**src/hdl/pdc_pkg.sv**
```systemverilog
// Shared types and constants for the pixel difference comparator.
package pdc_pkg;

	localparam int unsigned CHAN_W = 8;
	localparam int unsigned SUM_W = 10;
	localparam int unsigned CFG_COUNT_W = 3;

	localparam logic [CHAN_W-1:0] DIFF_ALPHA_MARK = 8'd255;
	localparam logic [SUM_W-1:0] SUM_TOLERANCE = 10'd1;

	// channel_count register
	localparam logic [CFG_COUNT_W-1:0] CHANNEL_COUNT_RESET = 3'd4;
	localparam logic [CFG_COUNT_W-1:0] CHANNEL_COUNT_THREE = 3'd3;
	localparam logic REG_CHANNEL_COUNT = 1'b0;

	// one pixel, four channels
	typedef struct packed {
		logic [CHAN_W-1:0] alpha;
		logic [CHAN_W-1:0] blue;
		logic [CHAN_W-1:0] green;
		logic [CHAN_W-1:0] red;
	} pixel_t;

	// per-pixel outcome of the comparison
	typedef struct packed {
		logic [CHAN_W-1:0] diff_red;
		logic [CHAN_W-1:0] diff_alpha;
		logic              pixel_differs;
	} pix_result_t;

endpackage

```
**src/hdl/pixel_diff_compare.sv**
```systemverilog
// Top level of the streaming pixel difference comparator.
//
// Input stream (s_axis): one reference/test pixel pair per item, tlast marks
// the final pixel of an image. Output stream (m_axis): one diff pixel per
// item, with the sticky images_equal flag; tlast copies the input tlast and
// images_equal is final on that item.
// Configuration (APB, register 0 at byte address 0): channel_count, 3 or 4;
// any value other than 3 selects 4-channel mode. Write it only while idle.
// Path from input acceptance to the result on m_axis: an input register, then
// the compare logic into the result register.
// Throughput: one item per cycle; both stages advance together whenever the
// result register is empty or being taken.
// Stall: when m_axis_tready is low the result holds, the input register
// still fills once, then s_axis_tready drops until the output drains.
// Reset (arst_n low): both stages empty, channel_count = 4, images_equal
// flag = 1. After each last pixel the flag returns to 1.
module pixel_diff_compare (
	input  logic        clk,
	input  logic        arst_n,
	// APB configuration port
	input  logic        psel,
	input  logic        penable,
	input  logic        pwrite,
	input  logic [2:0]  paddr,
	input  logic [31:0] pwdata,
	output logic [31:0] prdata,
	output logic        pready,
	// input pixel pairs
	input  logic        s_axis_tvalid,
	output logic        s_axis_tready,
	// ref_red, ref_green, ref_blue, ref_alpha, test_red, test_green, test_blue, test_alpha
	input  logic [63:0] s_axis_tdata,
	input  logic        s_axis_tlast,  // last_pixel
	// diff results
	output logic        m_axis_tvalid,
	input  logic        m_axis_tready,
	// diff_red, diff_alpha, pixel_differs, images_equal, 6 bits zero
	output logic [23:0] m_axis_tdata,
	output logic        m_axis_tlast   // last_result
);
	import pdc_pkg::*;

	logic [CFG_COUNT_W-1:0] channel_count_q;
	logic                   equal_q;
	logic                   cfg_wr;

	pixel_t      ref_pix_s1, test_pix_s1;
	logic        last_s1;
	logic        valid_s1;
	pix_result_t res;
	pix_result_t res_s2;
	logic        equal_s2;
	logic        last_s2;
	logic        valid_s2;
	logic        equal_next;
	logic        adv_s2, adv_s1;

	// configuration register
	assign pready = 1'b1;
	assign cfg_wr = psel && penable && pwrite && pready;

	always_ff @(posedge clk or negedge arst_n) begin
		if (!arst_n) begin
			channel_count_q <= CHANNEL_COUNT_RESET;
		end else if (cfg_wr && (paddr[2] == REG_CHANNEL_COUNT)) begin
			channel_count_q <= pwdata[CFG_COUNT_W-1:0];
		end
	end

	assign prdata = (paddr[2] == REG_CHANNEL_COUNT) ?
	                {{(32-CFG_COUNT_W){1'b0}}, channel_count_q} : '0;

	// pipeline flow control
	assign adv_s2 = valid_s1 && (!valid_s2 || m_axis_tready);
	assign s_axis_tready = !valid_s1 || adv_s2;
	assign adv_s1 = s_axis_tvalid && s_axis_tready;

	always_ff @(posedge clk or negedge arst_n) begin
		if (!arst_n) begin
			valid_s1 <= 1'b0;
			valid_s2 <= 1'b0;
		end else begin
			if (adv_s1) begin
				valid_s1 <= 1'b1;
			end else if (adv_s2) begin
				valid_s1 <= 1'b0;
			end
			if (adv_s2) begin
				valid_s2 <= 1'b1;
			end else if (m_axis_tready) begin
				valid_s2 <= 1'b0;
			end
		end
	end

	// input register
	always_ff @(posedge clk) begin
		if (adv_s1) begin
			ref_pix_s1.red    <= s_axis_tdata[7:0];
			ref_pix_s1.green  <= s_axis_tdata[15:8];
			ref_pix_s1.blue   <= s_axis_tdata[23:16];
			ref_pix_s1.alpha  <= s_axis_tdata[31:24];
			test_pix_s1.red   <= s_axis_tdata[39:32];
			test_pix_s1.green <= s_axis_tdata[47:40];
			test_pix_s1.blue  <= s_axis_tdata[55:48];
			test_pix_s1.alpha <= s_axis_tdata[63:56];
			last_s1           <= s_axis_tlast;
		end
	end

	// compare logic
	pdc_diff u_diff (
		.ref_pix   (ref_pix_s1),
		.test_pix  (test_pix_s1),
		.four_mode (channel_count_q != CHANNEL_COUNT_THREE),
		.result    (res)
	);

	// sticky equal flag, rearmed after the last pixel of an image
	assign equal_next = equal_q && !res.pixel_differs;

	always_ff @(posedge clk or negedge arst_n) begin
		if (!arst_n) begin
			equal_q <= 1'b1;
		end else if (adv_s2) begin
			equal_q <= last_s1 ? 1'b1 : equal_next;
		end
	end

	// result register
	always_ff @(posedge clk) begin
		if (adv_s2) begin
			res_s2   <= res;
			equal_s2 <= equal_next;
			last_s2  <= last_s1;
		end
	end

	assign m_axis_tvalid = valid_s2;
	assign m_axis_tdata  = {6'b0, equal_s2, res_s2.pixel_differs,
	                        res_s2.diff_alpha, res_s2.diff_red};
	assign m_axis_tlast  = last_s2;

endmodule

```
**src/hdl/pdc_diff.sv**
```systemverilog
// Per-pixel channel differences, tolerance check and largest difference.
module pdc_diff (
	input  pdc_pkg::pixel_t      ref_pix,
	input  pdc_pkg::pixel_t      test_pix,
	input  logic                 four_mode,
	output pdc_pkg::pix_result_t result
);
	import pdc_pkg::*;

	logic [CHAN_W-1:0] d_red, d_green, d_blue, d_alpha;
	logic [CHAN_W-1:0] max_rg, max_ba, max_all;
	logic [SUM_W-1:0]  sum;
	logic              differs;

	// absolute difference of each channel; alpha drops out in 3-channel mode
	always_comb begin
		d_red   = (ref_pix.red > test_pix.red) ? ref_pix.red - test_pix.red
		                                       : test_pix.red - ref_pix.red;
		d_green = (ref_pix.green > test_pix.green) ? ref_pix.green - test_pix.green
		                                           : test_pix.green - ref_pix.green;
		d_blue  = (ref_pix.blue > test_pix.blue) ? ref_pix.blue - test_pix.blue
		                                         : test_pix.blue - ref_pix.blue;
		if (four_mode) begin
			d_alpha = (ref_pix.alpha > test_pix.alpha) ? ref_pix.alpha - test_pix.alpha
			                                           : test_pix.alpha - ref_pix.alpha;
		end else begin
			d_alpha = '0;
		end
	end

	// sum of differences against the tolerance
	assign sum = SUM_W'(d_red) + SUM_W'(d_green) + SUM_W'(d_blue) + SUM_W'(d_alpha);
	assign differs = (sum > SUM_TOLERANCE);

	// largest channel difference, two-level compare tree
	assign max_rg  = (d_green > d_red) ? d_green : d_red;
	assign max_ba  = (d_alpha > d_blue) ? d_alpha : d_blue;
	assign max_all = (max_ba > max_rg) ? max_ba : max_rg;

	always_comb begin
		result.pixel_differs = differs;
		result.diff_red      = differs ? max_all : '0;
		result.diff_alpha    = (differs && four_mode) ? DIFF_ALPHA_MARK : '0;
	end

endmodule

```
**config.mk**
```make
export PLATFORM = sky130hd
export DESIGN_NAME = pixel_diff_compare
export DESIGN_NICKNAME = d
export VERILOG_FILES = /design/src/hdl/pdc_pkg.sv /design/src/hdl/pixel_diff_compare.sv /design/src/hdl/pdc_diff.sv
export SDC_FILE = /design/constraint.sdc
export NUM_CORES = 1
export LEC_CHECK = 0
export BUFFER_PORTS_ARGS = -buffer_cell sky130_fd_sc_hd__clkbuf_2
export CORE_MARGIN = 2
export CORE_UTILIZATION = 55
export CTS_BUF_LIST = sky130_fd_sc_hd__clkbuf_8
export CTS_CLUSTER_DIAMETER = 100
export DETAILED_ROUTE_END_ITERATION = 16
export PLACE_DENSITY = 0.81
export SYNTH_ARGS = -nofsm -noshare
export SYNTH_HDL_FRONTEND = slang
export SYNTH_SLANG_ARGS = --single-unit
```
**constraint.sdc**
```tcl
create_clock -name clk -period 7.32 [get_ports clk]
set_input_delay 1.464 -clock clk [delete_from_list [all_inputs] [get_ports clk]]
set_output_delay 1.464 -clock clk [all_outputs]
set_load 0.05 [all_outputs]
```
==> out/qor.txt <==
Setup TNS: 0 ns
Core region area: 13800 µm²
Gpl congestion: 0.921
Finished Layout Cells: 1045
Post-CTS sizing: 0
Area leader, netlist: edfxtp_1
Slew Limit Headroom: 0.388
Largest net degree at the start of global routing: 66
Syn. warnings: 0
Status: completed
Post-layout util: 0.600
Hold-fix buffers, CTS: 0
Maximum vdd drop: 214 µV
Initial antenna violation count: 0
Final min period: 6.81 ns
Main synth FF type: edfxtp_1
FMAX: 147 MHz
Starting density of the core: 0.557
Net count reported at finish: 1085
Detail Route Antenna Nets: 0
DP HPWL: 11500 µm
Post-synth cell types: 69
Drt total wl: 14500 µm
Critical path's slowest cell: o21ai_0
Post-CTS setup buffers: 0
PwrDens: 367 nW/µm²
H-tree depth: 3
Layout cells sized above 1: 0.169
Critical Path Max Stage Delay: 0.73 ns
Routed vias: 5634
Share of the synthesized area in the top cell type: 0.302
Critical path peak fanout: 7
Vias per std cell: 5.39
I/O Buffers: 99
Flops & latches, synth: 83
Post-Synthesis Cell Area: 7670 µm²
CTS Buffer Depth: 2
FP Rows: 43
Root Driver: clkbuf_8
Crit share post-route: 0.930
Die area: 14900 µm²
Area delta synth->final: 7.74%
TritonCTS Buffers: 9
HP Class: reg2reg
First-pass GRT wire length: 23800 µm
CP endpoint kind: register
Diodes inserted: 0
# IOs: 167
Pins over their slew limit: 0
DRC viols: 0
Worst slew pin tran: 0.908 ns
Inst Count DP: 1029
Unrepaired setup endpoints after global routing: false
DRT Pass-1 Iters: 5
Cell mode on critical path: o21ai_0
Avg Cell Area, Syn: 9.84 µm²
Worst-path clk slew: 0.09 ns
Synth area leaders: edfxtp_1 30%, ha_1 16%, inv_1 6.1%
WS Path Type: reg2reg
Syn Inst Count: 779
Die W: 122 µm
Post-synth EDFFs: 77
Final Hold Viols: 0
Worst path required time: 7.52 ns
Seq/Total Area, Yosys: 0.322
CTS tree: yes
Clk_skew: 0.0162 ns
Die height: 122 µm
Startpoint Class: register
Setup Viol. Count Final: 0
GRT overflow: 0
Vias in the first global route: 5355
GRT Total Usage: 0.202
Routed WL per cell: 13.9 µm
Max_cap viols: 0
Clock latency on the worst-skew pair: 0.38 ns
Leak: 4.11 nW
Initial drt markers: 319
Critical Path AT: 7.01 ns
Asr flop ratio synth: 0.0723
CTS Sinks: 83
==> layout by cell type (no fill, tap or decap), drive strengths merged, types with 12 or more instances in the layout <==
cell / Yosys / routed
clkbuf: 8 / 108
xnor2: 17 / 17
o21ai: 33 / 33
nand2: 29 / 29
a21oi: 54 / 54
nor2b: 12 / 12
mux2i: 27 / 27
inv: 124 / 126
conb: 2 / 36
nor2: 17 / 17
a21o: 30 / 30
ha: 100 / 100
nand4: 12 / 12
fa: 18 / 18
edfxtp: 77 / 77
==> Yosys cell counts (all sizes together) (10+ instances only) <==
library cell and number:
nor2 17, nand2 29, mux2i 27, a21o 30, xnor2 17, nand3 11, o21ai 33, a31oi 11
buf 58, ha 100, nor2b 12, nand3b 11, fa 18, a211oi 10, inv 124, a21oi 54
edfxtp 77, nand4 12
==> sequential cells by signal, indices dropped and copies added, names as in the netlist <==
register / flops
channel_count_q: 3
equal_q: 1
equal_s2: 1
last_s1: 1
m_axis_tdata: 10
m_axis_tlast: 1
m_axis_tvalid: 1
ref_pix_s1: 32
test_pix_s1: 32
valid_s1: 1
==> cell families after synthesis <==
| kind of cell | after synthesis | synth area share |
|---|---|---|
| AND/OR/NAND/NOR | 141 | 0.102 |
| multiplexers | 36 | 0.0485 |
| AO/OA/AOI/OAI | 185 | 0.162 |
| adder cells (fa/ha/maj) | 118 | 0.210 |
| XOR/XNOR | 24 | 0.0304 |
| buffers and inverters | 190 | 0.124 |
| other | 2 | 0.000980 |
| flip-flops | 83 | 0.322 |
==> critical path, delay by kind of cell, from the launching register on <==
kind	cells	cell delay, ns
buffers and inverters	4	0.50
adders and majority gates	4	1.21
and+or+nand+nor	4	0.60
xor gates and xnor gates	1	0.25
muxes	1	0.27
DFF	1	0.40
AOI/OAI and AO/OA	12	3.38
==> per-layer routing <==
metal | part of all wire | track usage | up-vias
met5 | 0 | 0 | -
li1 | - | - | 2817
met3 | 0.048 | 0.0281 | 22
met2 | 0.46 | 0.329 | 169
met1 | 0.47 | 0.270 | 2626
met4 | 0.021 | 0.0876 | 0
==> final timing paths <==
path,endpoint,slack (ns),cells past startpoint,start
max in group asynchronous,equal_q$_DFFE_PN1P_,6.20,1,arst_n
max,m_axis_tdata[3]$_SDFFCE_PN0P_,0.51,26,ref_pix_s1[0]$_DFFE_PP_
max reg2reg,m_axis_tdata[3]$_SDFFCE_PN0P_,0.51,26,ref_pix_s1[0]$_DFFE_PP_
min,m_axis_tlast$_DFFE_PP_,0.46,0,last_s1$_DFFE_PP_
min in group asynchronous,valid_s1$_DFFE_PN0P_,0.90,1,arst_n
min reg2reg,m_axis_tlast$_DFFE_PP_,0.46,0,last_s1$_DFFE_PP_
==> stage by stage <==
step           area, µm²  power (mW)  hold slack (ns)  setup slack, ns
6_report            8260        3.03            0.462            0.513
5_1_grt             8260        3.29            0.464          0.00596
4_1_cts             8260        3.02            0.459            0.624
3_5_place_dp        8050        2.65            0.444            0.707
3_3_place_gp        8050        2.61            0.436            0.825
2_1_floorplan       7790        2.27            0.427             1.75
==> area by class of cell <==
class / instances / area [µm²]
Sequential cell: 83 / 2460
Tap cell: 180 / 225
Clock inverter: 7 / 85.1
Multi-Input combinational cell: 540 / 4380
Fill cell: 1209 / 5510
Clock buffer: 9 / 124
Timing Repair Buffer: 102 / 518
Inverter: 124 / 465
==> where the power goes <==
| group | internal (mW) | switching, mW | total, mW |
|---|---|---|---|
| Combinational | 0.814 | 1.23 | 2.04 |
| Clock | 0.188 | 0.168 | 0.356 |
| Sequential | 0.607 | 0.0280 | 0.635 |
Power figures use the tool's default switching activity.
